<file path="src/ifst_pkg.sv">
`default_nettype none

package ifst_pkg;

  localparam int unsigned AddrW   = 48;
  localparam int unsigned LatW    = 16;
  localparam int unsigned CycW    = 48;
  localparam int unsigned CntW    = 32;
  localparam int unsigned LineW   = 42;
  localparam int unsigned FillsW  = 4;

  // Input tdata: fetch_address, fill_latency.
  localparam int unsigned InDataW  = AddrW + LatW;
  // Output tdata: ready_cycle, instruction_count (80 bits, whole bytes).
  localparam int unsigned OutDataW = CycW + CntW;

  localparam logic [CycW-1:0]   CycMax     = '1;
  localparam logic [CntW-1:0]   CntMax     = '1;
  localparam logic [FillsW-1:0] FillsReset = 4'd8;

  // One slot of the fill table as kept in the slot RAM.
  typedef struct packed {
    logic [LineW-1:0] line;
    logic [CycW-1:0]  comp;
  } slot_entry_t;

  localparam int unsigned EntryW = $bits(slot_entry_t);

endpackage

`default_nettype wire

</file>
<file path="src/ifst_ram.sv">
`default_nettype none

module ifst_ram #(
  parameter int unsigned Width = 90,
  parameter int unsigned Depth = 8,
  parameter int unsigned AddrW = (Depth > 1) ? $clog2(Depth) : 1
) (
  input  logic             clk_i,
  input  logic             we_i,
  input  logic [AddrW-1:0] waddr_i,
  input  logic [Width-1:0] wdata_i,
  input  logic [AddrW-1:0] raddr_i,
  output logic [Width-1:0] rdata_o
);

  logic [Width-1:0] mem_q [Depth];
  logic [Width-1:0] rdata_q;

  always_ff @(posedge clk_i) begin
    if (we_i) begin
      mem_q[waddr_i] <= wdata_i;
    end
    rdata_q <= mem_q[raddr_i];
  end

  assign rdata_o = rdata_q;

endmodule

`default_nettype wire

</file>
<file path="src/icache_fill_slot_timing_core.sv">
// Channel   Direction  Handshake                     Payload
// s_axis    in         s_axis_tvalid/s_axis_tready   tdata {latency, fetch_address},
//                                                    tlast window_end
// m_axis    out        m_axis_tvalid/m_axis_tready   tdata {instruction_count, ready_cycle},
//                                                    tuser line_in_flight, tlast window_done
// cfg       in         cfg_valid_i/cfg_ready_o       max_fills
//
// Each item makes one or more passes over the slot RAM, one slot per cycle through the
// shared compare unit; a miss needs one more pass per eviction. Reset clears the slot
// valid bits and the window state; no RAM sweep. A result waiting in the output
// register only holds the block once the next item reaches its final state, S_FIN.
`default_nettype none

module icache_fill_slot_timing_core #(
  parameter int unsigned FILL_SLOTS = 8,
  parameter int unsigned LINE_BYTES = 64
) (
  input  logic                           clk_i,
  input  logic                           rst_ni,

  input  logic                           s_axis_tvalid,
  output logic                           s_axis_tready,
  // [47:0] fetch_address, [63:48] latency
  input  logic [ifst_pkg::InDataW-1:0]   s_axis_tdata,
  input  logic                           s_axis_tlast,

  output logic                           m_axis_tvalid,
  input  logic                           m_axis_tready,
  // [47:0] ready_cycle, [79:48] instruction_count
  output logic [ifst_pkg::OutDataW-1:0]  m_axis_tdata,
  // [0] line_in_flight
  output logic [0:0]                     m_axis_tuser,
  output logic                           m_axis_tlast,

  input  logic                           cfg_valid_i,
  output logic                           cfg_ready_o,
  input  logic [ifst_pkg::FillsW-1:0]    cfg_data_i
);

  import ifst_pkg::*;

  localparam int unsigned IdxW     = (FILL_SLOTS > 1) ? $clog2(FILL_SLOTS) : 1;
  localparam int unsigned SlotCntW = $clog2(FILL_SLOTS + 1);
  localparam int unsigned LimW     = (SlotCntW > FillsW) ? SlotCntW : FillsW;
  localparam int unsigned LineSh   = $clog2(LINE_BYTES);

  localparam logic [2:0] S_IDLE  = 3'd0;
  localparam logic [2:0] S_SCAN  = 3'd1;
  localparam logic [2:0] S_EVAL  = 3'd2;
  localparam logic [2:0] S_START = 3'd3;
  localparam logic [2:0] S_ADD   = 3'd4;
  localparam logic [2:0] S_FIN   = 3'd5;

  logic [2:0]            state_q, state_d;
  logic [FillsW-1:0]     max_fills_q;
  logic [FILL_SLOTS-1:0] valid_q;
  logic [CycW-1:0]       cur_q;
  logic [CntW-1:0]       seen_q;
  logic                  m_tvalid_q;
  logic                  iss_q;
  logic                  dv_q;

  logic [LineW-1:0]      line_q;
  logic [LatW-1:0]       lat_q;
  logic                  wend_q;
  logic [CycW-1:0]       free_q;
  logic [CycW-1:0]       start_q;
  logic [IdxW-1:0]       rd_idx_q;
  logic [IdxW-1:0]       d_idx_q;
  logic                  d_last_q;
  logic                  hit_q;
  logic [CycW-1:0]       hit_comp_q;
  logic                  best_found_q;
  logic [CycW-1:0]       best_comp_q;
  logic [LineW-1:0]      best_line_q;
  logic [IdxW-1:0]       best_idx_q;
  logic                  free_found_q;
  logic [IdxW-1:0]       free_idx_q;
  logic [LimW-1:0]       used_q;
  logic [OutDataW-1:0]   m_data_q;
  logic                  m_user_q;
  logic                  m_last_q;

  logic                  in_acc;
  logic                  rd_last;
  logic                  evict;
  logic                  scan_start;
  logic                  out_load;
  logic                  win_clear;
  logic [LimW-1:0]       fills_ext;
  logic [LimW-1:0]       lim;
  logic [AddrW-1:0]      addr_sh;
  logic [CycW:0]         sum;
  logic [CycW-1:0]       done_cyc;
  logic [CntW-1:0]       seen_next;
  slot_entry_t           rd_entry;
  slot_entry_t           wr_entry;
  logic                  better;

  assign s_axis_tready = (state_q == S_IDLE);
  assign in_acc        = s_axis_tvalid && s_axis_tready;
  assign cfg_ready_o   = 1'b1;

  assign fills_ext = LimW'(max_fills_q);
  assign lim = (fills_ext == '0) ? LimW'(1) :
               (fills_ext > LimW'(FILL_SLOTS)) ? LimW'(FILL_SLOTS) : fills_ext;

  assign addr_sh = s_axis_tdata[AddrW-1:0] >> LineSh;
  assign rd_last = (rd_idx_q == IdxW'(FILL_SLOTS - 1));

  assign evict      = (state_q == S_EVAL) && !hit_q && (used_q >= lim);
  assign scan_start = in_acc || evict;
  assign out_load   = (state_q == S_FIN) && (!m_tvalid_q || m_axis_tready);
  assign win_clear  = out_load && wend_q;

  assign sum       = {1'b0, start_q} + (CycW + 1)'(lat_q);
  assign done_cyc  = sum[CycW] ? CycMax : sum[CycW-1:0];
  assign seen_next = (seen_q == CntMax) ? seen_q : seen_q + CntW'(1);

  // Shared compare unit: candidate beats the current earliest completion,
  // with the lower line winning a tie.
  assign better = !best_found_q || (rd_entry.comp < best_comp_q) ||
                  ((rd_entry.comp == best_comp_q) && (rd_entry.line < best_line_q));

  assign wr_entry.line = line_q;
  assign wr_entry.comp = done_cyc;

  ifst_ram #(
    .Width (EntryW),
    .Depth (FILL_SLOTS),
    .AddrW (IdxW)
  ) u_slot_ram (
    .clk_i   (clk_i),
    .we_i    (state_q == S_ADD),
    .waddr_i (free_idx_q),
    .wdata_i (wr_entry),
    .raddr_i (rd_idx_q),
    .rdata_o (rd_entry)
  );

  always_comb begin
    state_d = state_q;
    unique case (state_q)
      S_IDLE: begin
        if (in_acc) state_d = S_SCAN;
      end
      S_SCAN: begin
        if (dv_q && d_last_q) state_d = S_EVAL;
      end
      S_EVAL: begin
        if (hit_q) begin
          state_d = S_FIN;
        end else if (evict) begin
          state_d = S_SCAN;
        end else begin
          state_d = S_START;
        end
      end
      S_START: state_d = S_ADD;
      S_ADD:   state_d = S_FIN;
      S_FIN: begin
        if (out_load) state_d = S_IDLE;
      end
      default: state_d = S_IDLE;
    endcase
  end

  // Control state.
  always_ff @(posedge clk_i or negedge rst_ni) begin
    if (!rst_ni) begin
      state_q     <= S_IDLE;
      max_fills_q <= FillsReset;
      valid_q     <= '0;
      cur_q       <= '0;
      seen_q      <= '0;
      m_tvalid_q  <= 1'b0;
      iss_q       <= 1'b0;
      dv_q        <= 1'b0;
    end else begin
      state_q <= state_d;
      if (cfg_valid_i) begin
        max_fills_q <= cfg_data_i;
      end

      if (scan_start) begin
        iss_q <= 1'b1;
        dv_q  <= 1'b0;
      end else if (state_q == S_SCAN) begin
        dv_q <= iss_q;
        if (iss_q && rd_last) iss_q <= 1'b0;
      end

      if (state_q == S_EVAL && hit_q && hit_comp_q > cur_q) begin
        cur_q <= hit_comp_q;
      end
      if (evict) begin
        valid_q[best_idx_q] <= 1'b0;
      end
      if (state_q == S_ADD) begin
        cur_q               <= done_cyc;
        valid_q[free_idx_q] <= 1'b1;
      end

      if (out_load) begin
        m_tvalid_q <= 1'b1;
      end else if (m_axis_tready) begin
        m_tvalid_q <= 1'b0;
      end

      // The window's last item clears the slot table and counters.
      if (win_clear) begin
        valid_q <= '0;
        cur_q   <= '0;
        seen_q  <= '0;
      end else if (out_load) begin
        seen_q <= seen_next;
      end
    end
  end

  // Datapath registers.
  always_ff @(posedge clk_i) begin
    if (in_acc) begin
      line_q <= addr_sh[LineW-1:0];
      lat_q  <= s_axis_tdata[AddrW +: LatW];
      wend_q <= s_axis_tlast;
      free_q <= cur_q;
    end
    if (evict) begin
      free_q <= best_comp_q;
    end

    if (scan_start) begin
      rd_idx_q     <= '0;
      hit_q        <= 1'b0;
      best_found_q <= 1'b0;
      free_found_q <= 1'b0;
      used_q       <= '0;
    end else if (state_q == S_SCAN) begin
      d_idx_q  <= rd_idx_q;
      d_last_q <= rd_last;
      if (iss_q && !rd_last) rd_idx_q <= rd_idx_q + IdxW'(1);
      if (dv_q) begin
        if (valid_q[d_idx_q]) begin
          used_q <= used_q + LimW'(1);
          if (!hit_q && rd_entry.line == line_q) begin
            hit_q      <= 1'b1;
            hit_comp_q <= rd_entry.comp;
          end
          if (better) begin
            best_found_q <= 1'b1;
            best_comp_q  <= rd_entry.comp;
            best_line_q  <= rd_entry.line;
            best_idx_q   <= d_idx_q;
          end
        end else if (!free_found_q) begin
          free_found_q <= 1'b1;
          free_idx_q   <= d_idx_q;
        end
      end
    end

    if (state_q == S_START) begin
      start_q <= (cur_q > free_q) ? cur_q : free_q;
    end

    if (out_load) begin
      m_data_q <= {seen_next, cur_q};
      m_user_q <= hit_q;
      m_last_q <= wend_q;
    end
  end

  assign m_axis_tvalid   = m_tvalid_q;
  assign m_axis_tdata    = m_data_q;
  assign m_axis_tuser[0] = m_user_q;
  assign m_axis_tlast    = m_last_q;

`ifndef SYNTHESIS
  // A new fill always lands in a slot the scan found free.
  a_alloc_free: assert property (@(posedge clk_i) disable iff (!rst_ni)
    (state_q == S_ADD) |-> (free_found_q && !valid_q[free_idx_q]))
    else $error("fill allocated into an occupied or unknown slot");

  // Within a window the ready cycle never moves backward.
  a_ready_mono: assert property (@(posedge clk_i) disable iff (!rst_ni)
    ($past(rst_ni) && !$past(win_clear)) |-> (cur_q >= $past(cur_q)))
    else $error("ready cycle decreased inside a window");

  // The window's last result leaves an empty table behind.
  a_win_clear: assert property (@(posedge clk_i) disable iff (!rst_ni)
    win_clear |=> (valid_q == '0 && cur_q == '0 && seen_q == '0))
    else $error("window state not cleared after window end");

  // An eviction pass only starts when some slot was found to evict.
  a_evict_best: assert property (@(posedge clk_i) disable iff (!rst_ni)
    evict |-> (best_found_q && valid_q[best_idx_q]))
    else $error("eviction without a valid victim");
`endif

endmodule

`default_nettype wire

</file>
<file path="config.mk">
export PLATFORM = sky130hd
export DESIGN_NAME = icache_fill_slot_timing_core
export DESIGN_NICKNAME = d
export VERILOG_FILES = /design/src/ifst_pkg.sv /design/src/ifst_ram.sv /design/src/icache_fill_slot_timing_core.sv
export SDC_FILE = /design/constraint.sdc
export NUM_CORES = 2
export LEC_CHECK = 0
export BUFFER_PORTS_ARGS = -buffer_cell sky130_fd_sc_hd__buf_4
export CORE_ASPECT_RATIO = 0.8
export CORE_MARGIN = 2
export CORE_UTILIZATION = 58
export DETAILED_ROUTE_END_ITERATION = 8
export HOLD_SLACK_MARGIN = 0.02
export PLACE_DENSITY = 0.75
export SETUP_SLACK_MARGIN = 0.02
export SYNTH_ARGS = -nofsm -noshare
export SYNTH_HDL_FRONTEND = slang
export SYNTH_SLANG_ARGS = --single-unit
</file>
<file path="constraint.sdc">
create_clock -name clk_i -period 24.8 [get_ports clk_i]
set_input_delay 2.48 -clock clk_i [delete_from_list [all_inputs] [get_ports clk_i]]
set_output_delay 2.48 -clock clk_i [all_outputs]
set_load 0.01 [all_outputs]
</file>
==> reports/metrics.yaml <==
critPathBufInv: 4
cp.arrival_ps: 5850
power.density_mw_per_mm2: 112.6
rows: 100
clk_pin_slew_worst_paths_ps: 60
nets: 3788
yosysMostFrequentCell: "edfxtp_1"
fillers: 6223
register_area_mm2: 0.03765
multiInputGateArea_mm2: 0.01518
hold_violations: 0
cp_top_family: "buffers and inverters"
pre_cts_slack_ps: 18890
worst_slew_pin_slew_ps: 1120
pwr-share-clk_pct: 27.4
rsz0062_at_grt: "false"
synth-seq-cells: 1303
clockRootBuffer: "clkbuf_16"
cts_setup_buffers: 0
reg2reg_depth: 10
die_h_um: 276.9
placed_cells: 4606
grt_pass1_vias: 30560
grtUsageTotal_pct: 25.43
diodes: 0
post-dp-hpwl_mm: 75.26
status: "complete, no violations"
hold_depth: 0
async_flop_share_pct: 7.521
syn_avg_cell_area_um2: 16.35
start_util_pct: 58.31
synth_seq_area_share_pct: 69.71
cp_cell_sequence: "buf_4 -> nand2b_1 -> nand3_2 -> buf_4 -> inv_4 -> nand2_1 -> buf_4 -> nand3_1 -> mux2_2"
vdd_drop_max_v: 0.00007498
clockBufferDepth: 3
area_delta_synth_final_pct: 12.37
drtIter0Drc: 3036
combPwrFrac_pct: 26.1
cts.sinks: 1303
synthTopCellsByArea: "edfxtp_1 (61%), mux4_2 (7.6%), ha_1 (4.8%)"
drive_above_1_share_pct: 19.67
yosysTopAreaCell: "edfxtp_1"
syn_area_mm2: 0.05399
die_area_mm2: 0.09555
power_switching_mw: 2.079
vias: 29670
finalPower_mw: 6.828
cp_common_cell: "buf_4"
yosysTopAreaCellShare_pct: 61.46
grt-ovfl-total: 0
stdcell_count: 4833
routed_wl_mm: 120.7
period_share_pct: 21.30
gp_congestion: 0.9239
setup_ws_ps: 19520
htree_levels: 3
min_period_ps: 5283
synthDistinctLibCells: 77
routed_via_density: 6.139
p_leak_nw: 22.09
cp-end-kind: "register"
startpoint_type: "primary input"
pwr-share-seq_pct: 46.4
drc: 0
grt_pass1_wl_mm: 183.1
cts-buffers-inserted: 120
cap_violations: 0
cp.required_ps: 25370
setup_viol: 0
critPathMaxStageDelay_ps: 860
yosysWarningCount: 0
worst_path_max_delay_cell: "nand3_1"
wl_per_cell_um: 24.97
io_buffer_count: 151
skew_ps: 23.69
hold_buffers: 0
ant_nets: 0
synth_edf_count: 1105
hold_class: "reg -> reg"
relSlewSlack_pct: 25.17
cp_num_cells: 9
ys.flop_type: "edfxtp_1"
crit_fanout: 60
cts_tree: "yes"
grt_max_degree: 101
timing.fmax_mhz: 189.3
synth_fp_nets: 3587
critical_path_class: "in -> reg"
antenna_found_initial: 2
ys_top_cells_by_count: "edfxtp_1 (1,105), inv_1 (215), nand2_1 (214)"
chipWidth_um: 345.1
core-area_mm2: 0.09259
report.final.slew_viol_count: 0
first_pass_iters: 5
synth_cells: 3303
internal_power_mw: 4.749
cts_repair_resize_count: 0
ios: 159
fin_setup_tns_ps: 0
clock_latency_ps: 700
sw_frac_of_total_pct: 30.45
-- cells in the final DEF (no fill, tap or decap), types with 11 or more instances in the layout --
master,count
clkbuf_1,29
a21o_1,44
o21ai_0,136
nor2_1,92
mux2_2,113
dfrtp_1,97
a21oi_1,118
edfxtp_1,1105
xor2_1,57
clkinv_1,18
nand2_1,213
nor3_1,28
nand4_1,56
nand2b_1,11
inv_1,207
nor4_1,13
buf_4,191
bufinv_16,13
o211ai_1,11
xnor2_1,52
clkbuf_8,19
dfxtp_1,97
clkbuf_16,122
a31oi_1,11
nand3_1,53
mux4_2,182
mux2i_1,95
and3_1,16
clkinv_2,23
ha_1,209
a211oi_1,24
-- stage by stage --
stage | area, um^2 | utilization, % | hold WS [ps]
floorplan | 53990 | - | 425.6
global placement | 56620 | 61.15 | 434.7
detailed placement | 56620 | 61.15 | 448.7
CTS | 60660 | 65.52 | 458.9
global route | 60660 | 65.52 | 468.3
finish | 60660 | 65.52 | 462.4
-- cell type report --
cell class | count | share of cell area (%)
Clock buffer | 170 | 5.643
Clock inverter | 57 | 1.023
Inverter | 215 | 1.361
Multi-Input combinational cell | 1673 | 25.02
Sequential cell | 1303 | 62.06
Tap cell | 1224 | 2.524
Timing Repair Buffer | 191 | 2.364
-- logic make-up after synthesis --
logic type                 Yosys count  synth area share (%)
and+or+nand+nor                    545                 4.844
muxes                              390                 11.71
adders and majority gates          210                 4.881
DFF                               1303                 69.71
xor gates and xnor gates           109                 1.768
buffers and inverters              327                 2.331
AOI/OAI and AO/OA                  418                 4.744
other                                1              0.006946
-- registers in the layout, summed over array words and instances, names as in the netlist, 8 cells and up --
| register | flops |
|---|---|
| lat_q | 16 |
| valid_q | 8 |
| hit_comp_q | 48 |
| u_slot_ram.mem_q | 720 |
| free_q | 48 |
| cur_q | 48 |
| seen_q | 32 |
| u_slot_ram.rdata_o | 90 |
| line_q | 42 |
| best_comp_q | 48 |
| m_axis_tdata | 80 |
| best_line_q | 42 |
| start_q | 48 |
-- power groups by stage --
stage / sequential (mW) / combinational, mW / clock (mW)
after floorplan: 3.08 / 1.30 / 0
after global placement: 3.19 / 1.70 / 0
after detailed placement: 3.21 / 1.77 / 0
after CTS: 3.17 / 1.79 / 1.90
after global routing: 3.21 / 1.96 / 1.99
final: 3.17 / 1.78 / 1.87
-- layer usage --
layer,vias to the layer above,global-route usage (%),wire length [um]
met3,224,4.910,9928
met5,-,0,18
met2,1284,40.79,57080
met4,2,6.714,3005
met1,15030,36.24,50640
li1,13130,-,-
-- worst paths after layout --
check	start	end	slack, ps
max reg2reg	cur_q[44]	start_q[0]	20140
min in group asynchronous	rst_ni	seen_q[17]	1820
min reg2reg	u_slot_ram.rdata_o[43]	hit_comp_q[43]	460
min	u_slot_ram.rdata_o[43]	hit_comp_q[43]	460
max in group asynchronous	rst_ni	cur_q[4]	21560
max	m_axis_tready	cur_q[16]	19520
Power figures use the tool's default switching activity.
